==> src/rrca_pkg.sv <==
// Shared types and constants for the round-robin channel averager.
// No dependencies; imported by every module of the block.
`default_nettype none

package rrca_pkg;

    localparam int SAMPLES   = 10;
    localparam int NUM_SLOTS = 6;

    localparam int SAMPLE_W = 12;
    localparam int CH_W     = 3;
    localparam int CNT_W    = 4;
    localparam int ACC_W    = 16;
    localparam int TEMP_W   = 14;

    localparam logic [CH_W-1:0] TEMP_SLOT = 3'd4;
    localparam logic [CH_W-1:0] LAST_SLOT = CH_W'(NUM_SLOTS - 1);

    // sum / SAMPLES as (sum * AVG_MULT) >> AVG_SHIFT, exact for any 16-bit sum
    localparam int    AVG_SHIFT  = ACC_W + $clog2(SAMPLES);
    localparam longint AVG_MULT_L = ((64'd1 << AVG_SHIFT) + SAMPLES - 1) / SAMPLES;
    localparam int    AVG_MULT_W = ACC_W + 1;
    localparam logic [AVG_MULT_W-1:0] AVG_MULT = AVG_MULT_W'(AVG_MULT_L);

    // temperature: ((1762 - avg) * 1000 + 129250) / 517, truncated toward zero
    localparam int NUM_W   = 23;
    localparam int MAG_W   = NUM_W - 1;
    localparam logic signed [TEMP_W-1:0] TEMP_V25 = 14'sd1762;
    localparam logic signed [NUM_W-1:0] TEMP_SCALE  = 23'sd1000;
    localparam logic signed [NUM_W-1:0] TEMP_OFFSET = 23'sd129250;
    localparam int    TEMP_SLOPE  = 517;
    localparam int    TEMP_SHIFT  = MAG_W + $clog2(TEMP_SLOPE);
    localparam longint TEMP_MULT_L = ((64'd1 << TEMP_SHIFT) + TEMP_SLOPE - 1) / TEMP_SLOPE;
    localparam int    TEMP_MULT_W = 23;
    localparam logic [TEMP_MULT_W-1:0] TEMP_MULT = TEMP_MULT_W'(TEMP_MULT_L);
    localparam int    QUOT_W = 13;

    typedef struct packed {
        logic [CH_W-1:0] next_channel;
        logic            done;
        logic [CH_W-1:0] channel;
    } rrca_ctl_t;

endpackage

`default_nettype wire

==> src/rrca_accum.sv <==
// Channel sequencer and accumulator: keeps the slot, count and running sum.
// Depends on rrca_pkg.
`default_nettype none

module rrca_accum
    import rrca_pkg::*;
(
    input  wire logic                clk,
    input  wire logic                rst_n,
    input  wire logic                in_valid,
    output logic                     in_ready,
    input  wire logic [SAMPLE_W-1:0] sample,
    output logic                     s_valid,
    input  wire logic                s_ready,
    output rrca_ctl_t                s_ctl,
    output logic [ACC_W-1:0]         s_sum
);

    logic [CH_W-1:0]  chan_reg, chan_next;
    logic [CNT_W-1:0] cnt_reg, cnt_next;
    logic [ACC_W-1:0] acc_reg, acc_next;
    logic             valid_reg;
    rrca_ctl_t        ctl_reg, ctl_next;
    logic [ACC_W-1:0] sum_reg;

    logic [CH_W-1:0]  ch_cur;
    logic [ACC_W-1:0] sum;
    logic [CNT_W:0]   cnt_inc;
    logic             done;
    logic             accept;

    assign in_ready = !valid_reg || s_ready;
    assign accept   = in_valid && in_ready;

    always_comb
    begin
        ch_cur  = (chan_reg >= CH_W'(NUM_SLOTS)) ? '0 : chan_reg;
        sum     = acc_reg + ACC_W'(sample);
        cnt_inc = {1'b0, cnt_reg} + 1'b1;
        done    = (cnt_inc >= (CNT_W+1)'(SAMPLES));

        if (done)
        begin
            chan_next = (ch_cur == LAST_SLOT) ? '0 : ch_cur + 1'b1;
            cnt_next  = '0;
            acc_next  = '0;
        end
        else
        begin
            chan_next = ch_cur;
            cnt_next  = cnt_inc[CNT_W-1:0];
            acc_next  = sum;
        end

        ctl_next.next_channel = chan_next;
        ctl_next.done         = done;
        ctl_next.channel      = done ? ch_cur : '0;
    end

    always_ff @(posedge clk or negedge rst_n)
    begin
        if (!rst_n)
        begin
            chan_reg  <= '0;
            cnt_reg   <= '0;
            acc_reg   <= '0;
            valid_reg <= 1'b0;
        end
        else
        begin
            if (accept)
            begin
                chan_reg <= chan_next;
                cnt_reg  <= cnt_next;
                acc_reg  <= acc_next;
            end
            if (in_ready)
                valid_reg <= in_valid;
        end
    end

    always_ff @(posedge clk)
    begin
        if (accept)
        begin
            ctl_reg <= ctl_next;
            sum_reg <= sum;
        end
    end

    assign s_valid = valid_reg;
    assign s_ctl   = ctl_reg;
    assign s_sum   = sum_reg;

endmodule

`default_nettype wire

==> src/rrca_divide.sv <==
// Average stage: divides the completed sum by SAMPLES with a reciprocal multiply.
// Depends on rrca_pkg.
`default_nettype none

module rrca_divide
    import rrca_pkg::*;
(
    input  wire logic             clk,
    input  wire logic             rst_n,
    input  wire logic             in_valid,
    output logic                  in_ready,
    input  wire rrca_ctl_t        in_ctl,
    input  wire logic [ACC_W-1:0] in_sum,
    output logic                  s_valid,
    input  wire logic             s_ready,
    output rrca_ctl_t             s_ctl,
    output logic [SAMPLE_W-1:0]   s_avg
);

    logic                         valid_reg;
    rrca_ctl_t                    ctl_reg;
    logic [SAMPLE_W-1:0]          avg_reg, avg_next;
    logic [ACC_W+AVG_MULT_W-1:0]  prod;

    assign in_ready = !valid_reg || s_ready;

    always_comb
    begin
        prod     = (ACC_W+AVG_MULT_W)'(in_sum) * (ACC_W+AVG_MULT_W)'(AVG_MULT);
        // average reads zero unless this sample closed a slot
        avg_next = in_ctl.done ? prod[AVG_SHIFT +: SAMPLE_W] : '0;
    end

    always_ff @(posedge clk or negedge rst_n)
    begin
        if (!rst_n)
            valid_reg <= 1'b0;
        else if (in_ready)
            valid_reg <= in_valid;
    end

    always_ff @(posedge clk)
    begin
        if (in_ready && in_valid)
        begin
            ctl_reg <= in_ctl;
            avg_reg <= avg_next;
        end
    end

    assign s_valid = valid_reg;
    assign s_ctl   = ctl_reg;
    assign s_avg   = avg_reg;

endmodule

`default_nettype wire

==> src/rrca_temp.sv <==
// Temperature conversion and result register: scales the slot-4 average to
// tenths of a degree and holds the last value. Depends on rrca_pkg.
`default_nettype none

module rrca_temp
    import rrca_pkg::*;
(
    input  wire logic                clk,
    input  wire logic                rst_n,
    input  wire logic                in_valid,
    output logic                     in_ready,
    input  wire rrca_ctl_t           in_ctl,
    input  wire logic [SAMPLE_W-1:0] in_avg,
    output logic                     out_valid,
    input  wire logic                out_ready,
    output logic [CH_W-1:0]          next_channel,
    output logic                     done_res,
    output logic [CH_W-1:0]          avg_channel,
    output logic [SAMPLE_W-1:0]      average,
    output logic signed [TEMP_W-1:0] cpu_temp
);

    // numerator stage
    logic                      num_valid_reg;
    rrca_ctl_t                 num_ctl_reg;
    logic [SAMPLE_W-1:0]       num_avg_reg;
    logic [MAG_W-1:0]          mag_reg, mag_next;
    logic                      neg_reg, neg_next;
    logic                      num_ready;
    logic signed [TEMP_W-1:0]  diff;
    logic signed [NUM_W-1:0]   num;

    // result stage
    logic                         out_valid_reg;
    rrca_ctl_t                    out_ctl_reg;
    logic [SAMPLE_W-1:0]          out_avg_reg;
    logic signed [TEMP_W-1:0]     temp_reg, temp_next;
    logic [MAG_W+TEMP_MULT_W-1:0] prod;
    logic [QUOT_W-1:0]            quot;
    logic                         out_load;

    assign num_ready = !out_valid_reg || out_ready;
    assign in_ready  = !num_valid_reg || num_ready;
    assign out_load  = num_ready && num_valid_reg;

    always_comb
    begin
        diff     = TEMP_V25 - $signed({2'b00, in_avg});
        num      = NUM_W'(diff) * TEMP_SCALE + TEMP_OFFSET;
        neg_next = num[NUM_W-1];
        mag_next = neg_next ? MAG_W'(-num) : num[MAG_W-1:0];
    end

    always_comb
    begin
        prod = (MAG_W+TEMP_MULT_W)'(mag_reg) * (MAG_W+TEMP_MULT_W)'(TEMP_MULT);
        quot = prod[TEMP_SHIFT +: QUOT_W];
        if (num_ctl_reg.done && num_ctl_reg.channel == TEMP_SLOT)
            temp_next = neg_reg ? -$signed({1'b0, quot}) : $signed({1'b0, quot});
        else
            temp_next = temp_reg;
    end

    always_ff @(posedge clk or negedge rst_n)
    begin
        if (!rst_n)
        begin
            num_valid_reg <= 1'b0;
            out_valid_reg <= 1'b0;
            temp_reg      <= '0;
        end
        else
        begin
            if (in_ready)
                num_valid_reg <= in_valid;
            if (num_ready)
                out_valid_reg <= num_valid_reg;
            // results leave in order, so the held value doubles as the output field
            if (out_load)
                temp_reg <= temp_next;
        end
    end

    always_ff @(posedge clk)
    begin
        if (in_ready && in_valid)
        begin
            num_ctl_reg <= in_ctl;
            num_avg_reg <= in_avg;
            mag_reg     <= mag_next;
            neg_reg     <= neg_next;
        end
        if (out_load)
        begin
            out_ctl_reg <= num_ctl_reg;
            out_avg_reg <= num_avg_reg;
        end
    end

    assign out_valid    = out_valid_reg;
    assign next_channel = out_ctl_reg.next_channel;
    assign done_res     = out_ctl_reg.done;
    assign avg_channel  = out_ctl_reg.channel;
    assign average      = out_avg_reg;
    assign cpu_temp     = temp_reg;

endmodule

`default_nettype wire

==> src/round_robin_channel_averager.sv <==
// Round-robin channel averager, top level.
// Throughput: one sample per cycle while out_ready is high; the four registered
// stages (accumulate, reciprocal divide, temperature numerator, temperature
// scale) each hold one item.
// Reset (rst_n, async low): slot 0, empty sum and count, temperature 0, no result.
// Depends on rrca_pkg, rrca_accum, rrca_divide, rrca_temp.
`default_nettype none

module round_robin_channel_averager
    import rrca_pkg::*;
(
    input  wire logic                clk,
    input  wire logic                rst_n,
    input  wire logic                in_valid,
    output logic                     in_ready,
    input  wire logic [SAMPLE_W-1:0] sample,
    output logic                     out_valid,
    input  wire logic                out_ready,
    output logic [CH_W-1:0]          next_channel,
    output logic                     done_res,
    output logic [CH_W-1:0]          avg_channel,
    output logic [SAMPLE_W-1:0]      average,
    output logic signed [TEMP_W-1:0] cpu_temp
);

    logic                acc_valid;
    logic                acc_ready;
    rrca_ctl_t           acc_ctl;
    logic [ACC_W-1:0]    acc_sum;
    logic                div_valid;
    logic                div_ready;
    rrca_ctl_t           div_ctl;
    logic [SAMPLE_W-1:0] div_avg;

    rrca_accum u_accum (
        .clk      (clk),
        .rst_n    (rst_n),
        .in_valid (in_valid),
        .in_ready (in_ready),
        .sample   (sample),
        .s_valid  (acc_valid),
        .s_ready  (acc_ready),
        .s_ctl    (acc_ctl),
        .s_sum    (acc_sum)
    );

    rrca_divide u_divide (
        .clk      (clk),
        .rst_n    (rst_n),
        .in_valid (acc_valid),
        .in_ready (acc_ready),
        .in_ctl   (acc_ctl),
        .in_sum   (acc_sum),
        .s_valid  (div_valid),
        .s_ready  (div_ready),
        .s_ctl    (div_ctl),
        .s_avg    (div_avg)
    );

    rrca_temp u_temp (
        .clk          (clk),
        .rst_n        (rst_n),
        .in_valid     (div_valid),
        .in_ready     (div_ready),
        .in_ctl       (div_ctl),
        .in_avg       (div_avg),
        .out_valid    (out_valid),
        .out_ready    (out_ready),
        .next_channel (next_channel),
        .done_res     (done_res),
        .avg_channel  (avg_channel),
        .average      (average),
        .cpu_temp     (cpu_temp)
    );

endmodule

`default_nettype wire
==> config.mk <==
export PLATFORM = sky130hd
export DESIGN_NAME = round_robin_channel_averager
export DESIGN_NICKNAME = d
export VERILOG_FILES = /design/src/rrca_pkg.sv /design/src/rrca_accum.sv /design/src/rrca_divide.sv /design/src/rrca_temp.sv /design/src/round_robin_channel_averager.sv
export SDC_FILE = /design/constraint.sdc
export NUM_CORES = 1
export LEC_CHECK = 0
export BUFFER_PORTS_ARGS = -buffer_cell sky130_fd_sc_hd__buf_2
export CAP_MARGIN = 0
export CORE_MARGIN = 2
export CORE_UTILIZATION = 45
export CTS_CLUSTER_SIZE = 30
export DETAILED_ROUTE_END_ITERATION = 12
export GPL_TIMING_DRIVEN = 0
export PLACE_DENSITY = 0.62
export SYNTH_ARGS = -nofsm -noshare
export SYNTH_HDL_FRONTEND = slang
export SYNTH_SLANG_ARGS = --single-unit
export TNS_END_PERCENT = 1
==> constraint.sdc <==
create_clock -name clk -period 15.5 [get_ports clk]
set_clock_uncertainty 0.2 [all_clocks]
set_input_delay 0.775 -clock clk [delete_from_list [all_inputs] [get_ports clk]]
set_output_delay 0.775 -clock clk [all_outputs]
set_load 0.05 [all_outputs]
* Word level (Yosys, flattened, before mapping)
Cells that the tools add are included.
** Storage, ports and cells
- Register bits :: 144
- Latch bits :: 0
- Memory bits (writable) :: 0
- ROM bits :: 0
- Input bits :: 16
- Output and inout bits :: 35
- Word-level logic and storage cells :: 61
- Memories kept :: 0
** Cells by class
- $add $sub $neg :: 7
- Multipliers :: 3
- Divide/modulo/power cells :: 0
- Order comparisons :: 2
- Equality and inequality tests :: 2
- Shifts and indexed selects :: 0
- Mux-type cells :: 7
- Bitwise operators :: 0
- Reductions and logical operators :: 14
** Operator list (number)
- $mul 22x23->45 const B :: 1
- $mul 16x16->31 const B :: 1
- $add 23x18->23 const B :: 1
- $mux 22 :: 1
- $neg 22->22 :: 1
- $mul 13x8->20 const B :: 1
- $add 16x12->16 :: 1
- $mux 16 :: 1
- $mux 14 :: 1
- $neg 13->14 :: 1
- $sub 11x12->13 const A :: 1
- $mux 3 :: 3
- $eq 3x3->1 const B :: 2
- $add 4x1->5 const B :: 1
- $ge 5x4->1 const B :: 1
- $logic_and 1x1->1 :: 5
- $logic_not 1->1 :: 4
- $logic_or 1x1->1 :: 4
- $mux 4 :: 1
- $add 3x1->3 const B :: 1
- $ge 3x3->1 const B :: 1
- $reduce_and 2->1 :: 1

* Depth between registers and ports, before layout
- Word-level depth :: 6
- Depth in mapped cells :: 27
- Depth with buffers taken out :: 27

* Hierarchy
A second synthesis with hierarchy kept.
** Second synthesis, totals
- Cell total of the unflattened synthesis :: 2209
- Area total of the unflattened synthesis :: 22130.0 sq um
** Modules (own cells, without submodules)
- rrca_temp :: instances 1, cells each 1402, area an instance 14122.3 sq um, sequential area each 2142.1 sq um
- rrca_divide :: instances 1, cells each 565, area an instance 5411.4 sq um, sequential area each 595.6 sq um
- rrca_accum :: instances 1, cells each 242, area an instance 2596.2 sq um, sequential area each 1291.2 sq um

* Least setup slack after synthesis
OpenSTA, ideal clock, no wires.
- Kind :: register to register
- From :: register u_temp.mag_reg[4]
- To :: register u_temp.temp_reg[10] (netlist: u_temp.cpu_temp[10])
- Setup time :: 0.131 ns
- Arrival :: 6.773 ns
- Data required time :: 15.169 ns
- Path slack :: 8.396 ns
- Stages on the path, launching flop included :: 26
- Buffers on the path :: 0
- Clock period less this slack :: 7.104 ns
- Cell sequence :: edfxtp_1 > inv_1 > fa_1 > inv_1 > fa_1 > inv_1 > fa_1 > inv_1 > fa_1 > fa_1 > fa_1 > inv_1 > fa_1 > inv_1 > ha_1 > a21o_1 > a211oi_1 > nand2_1 > nor4_1 > nor2_1 > a311o_1 > a2111oi_2 > nand4_1 > o31ai_1 > xor2_1 > o21ai_1
** On the way
- Word-level cells in the longest chain between the ends :: 3
** Ends and longest elaborated chain
- start, declared :: line rrca_temp.sv:27 : logic [MAG_W-1:0] mag_reg, mag_next;
- start signal, assigned :: line rrca_temp.sv:90 : mag_reg <= mag_next;
- $mul 22x23->45 (*) :: line rrca_temp.sv:56 : prod = (MAG_W+TEMP_MULT_W)'(mag_reg) * (MAG_W+TEMP_MULT_W)'(TEMP_MULT);
- $neg 13->14 :: line rrca_temp.sv:59 : temp_next = neg_reg ? -$signed({1'b0, quot}) : $signed({1'b0, quot});
- $mux 14 (*) :: line rrca_temp.sv:59
- end signal, assigned :: line rrca_temp.sv:80 : temp_reg <= temp_next;
- end, declared :: line rrca_temp.sv:37 : logic signed [TEMP_W-1:0] temp_reg, temp_next;
Every way passes the cells marked *; elsewhere a longest branch is shown, timed or not.
A chain may end at the register's enable or synchronous reset.

* Worst setup path after layout
- From :: register u_temp.mag_reg[4]
- To :: register u_temp.temp_reg[12] (netlist: u_temp.cpu_temp[12])
Same word-level chain as after synthesis.

==> results.json <==
{
  "hold_slack_ns": 0.218,
  "seq_area_frac_synth_pct": 19.2,
  "tightest_slew_ns": 1.04,
  "grt_pass1_vias": 14800,
  "postPlaceCellArea_um2": 22000,
  "crit-reg2reg-launch": "u_temp.mag_reg[4]",
  "hp-class": "reg2reg",
  "dp.cells": 2684,
  "critPathSlowestCell": "edfxtp_1",
  "largest_reg_flops": 20,
  "path_class": "reg2reg",
  "mostFrequentLayoutCells": "inv_1, ha_1, fa_1, edfxtp_1, nand2_1",
  "setup.worst_path.start": "u_temp.mag_reg[4]",
  "final_nets": 2801,
  "min_period_ns": 8.35,
  "crit_family": "adder cells",
  "synth_edf_count": 100,
  "diodes": 0,
  "clock_path_buffers": 2,
  "start_util_pct": 45.4,
  "cts_tree": "done",
  "timing.setup.tns_ns": 0,
  "dieHeight_um": 220,
  "rows": 79,
  "ys_ff_latch": 141,
  "hold_viol": 0,
  "path_clk_slew_ns": 0.06,
  "synthesis.area_um2": 21000,
  "grt_overflow_total": 0,
  "path_buf_inv": 6,
  "ys_warn_count": 0,
  "yosysUniqueCellTypes": 74,
  "grt_antenna_before_repair": 0,
  "whs_endpoint": "u_divide.s_ctl[6]",
  "grt_start_max_net_pins": 42,
  "setup_viol": 0,
  "coreArea_um2": 46300,
  "vias": 13700,
  "cts_resized": 0,
  "outcome": "completed",
  "totalWireLength_um": 44600,
  "crit_path_start_kind": "flip-flop",
  "r2r-end": "u_temp.cpu_temp[12]",
  "multi_input_area_um2": 14900,
  "htree_levels": 4,
  "post-cts-setup-buffers": 0,
  "holdPathStages": 0,
  "grt_use_total_pct": 20.0,
  "holdCritStartpoint": "u_accum.s_ctl[6]",
  "crit_arrival_ns": 8.45,
  "regArea_um2": 4030,
  "worstPathRequired_ns": 15.60,
  "synth-main-ff-cell": "edfxtp_1",
  "ioPinCount": 51,
  "dp_hpwl_um": 38500,
  "syn-num-nets": 2732,
  "cts_root_buf": "clkbuf_16",
  "synth_async_sr_flop_share_pct": 29.1,
  "max_slew_margin_pct": 30.3,
  "gp_routability_congestion": 0.888,
  "ant_nets": 0,
  "drv_cap": 0,
  "reg2reg_slack_ns": 7.15,
  "drv_slew": 0,
  "max_freq_mhz": 120,
  "drt_iter0_markers": 487,
  "worstPathMaxFanout": 7,
  "rsz0062_at_grt": "false",
  "wl_per_cell_um": 16.4,
  "layout-drive-gt1-share_pct": 5.07,
  "nFillCells": 4229,
  "crit_path_end_kind": "flip-flop",
  "dieWidth_um": 220,
  "cts_num_sinks": 141,
  "crit_top_cell": "fa_1",
  "portBuffers": 50,
  "die-area_um2": 48400,
  "final_cell_count_no_fill": 2716,
  "final_common_cell": "inv_1",
  "synth_cells": 2027,
  "syn_area_per_cell_um2": 10.4,
  "grt_first_pass_wirelength_um": 74800,
  "worstSkewPairLatency_ns": 0.43,
  "dr.pass1.iters": 5,
  "final_cell_area_um2": 22600,
  "viasPerCell": 5.04,
  "critPathMaxStageDelay_ns": 0.63,
  "finalCritPeriodShare_pct": 53.9,
  "cts_buffers": 17,
  "hold_buffers": 0,
  "area_growth_pct": 7.61,
  "r2r_cells": 25,
  "drc": 0
}
==> metal layers <==
layer	vias up	track usage [%]	wire length [µm]
met1	6726	24.6	19200
met4	0	5.86	1030
met5	-	0	0
met3	58	2.76	1330
li1	6683	-	-
met2	209	36.3	23000
==> final cells by class <==
cell class,count,area share (%)
Buffer,14,0.288
Inverter,531,8.82
Multi-Input combinational cell,1341,66.0
Clock buffer,18,1.90
Clock inverter,14,0.692
Sequential cell,141,17.8
Tap cell,607,3.36
Timing Repair Buffer,50,1.11
==> through the flow <==
step | setup WS, ns | utilization, %
floorplan | 8.40 | -
global placement | 7.35 | 47.6
detailed placement | 7.25 | 47.6
CTS | 7.20 | 48.8
global route | 6.85 | 48.8
finish | 7.15 | 48.8
==> cell usage after synthesis, types with 11 or more instances <==
master	n	area [µm²]
a21oi_1	68	340
a211oi_1	14	105
nand4_1	13	81.3
a21o_1	16	120
o21ai_0	64	320
xor2_1	41	359
xnor2_1	65	569
clkbuf_1	13	48.8
dfrtp_1	41	1030
and2_1	20	125
o31ai_1	11	82.6
nand2b_1	13	81.3
nand2_1	88	330
nor3_1	20	100
edfxtp_1	100	3000
nand3_1	22	110
nor2_1	50	188
inv_1	529	1990
ha_1	399	4990
fa_1	290	5810
==> worst max-delay path by stage <==
stage / cells after the start / to
final: 25 / u_temp.cpu_temp[12]
after global routing: 25 / u_temp.cpu_temp[12]
after CTS: 25 / u_temp.cpu_temp[12]
after detailed placement: 25 / u_temp.cpu_temp[12]
after global placement: 24 / u_temp.cpu_temp[13]
after floorplan: 25 / u_temp.cpu_temp[10]
==> cell families (layout without fill, tap and decap cells) <==
kind of cell	after synthesis	in the layout	share of synthesized area (%)
other	1	1	0.0179
flip-flops	141	141	19.2
buffers and inverters	545	627	9.80
AND/OR/NAND/NOR	279	279	6.62
XOR/XNOR	108	108	4.63
multiplexers	6	6	0.304
AO/OA/AOI/OAI	258	258	7.98
adder cells (fa/ha/maj)	689	689	51.4
Power is left out: the tool's default activity adds up to more than one toggle a clock period on the data nets, which glitch-free logic cannot reach.
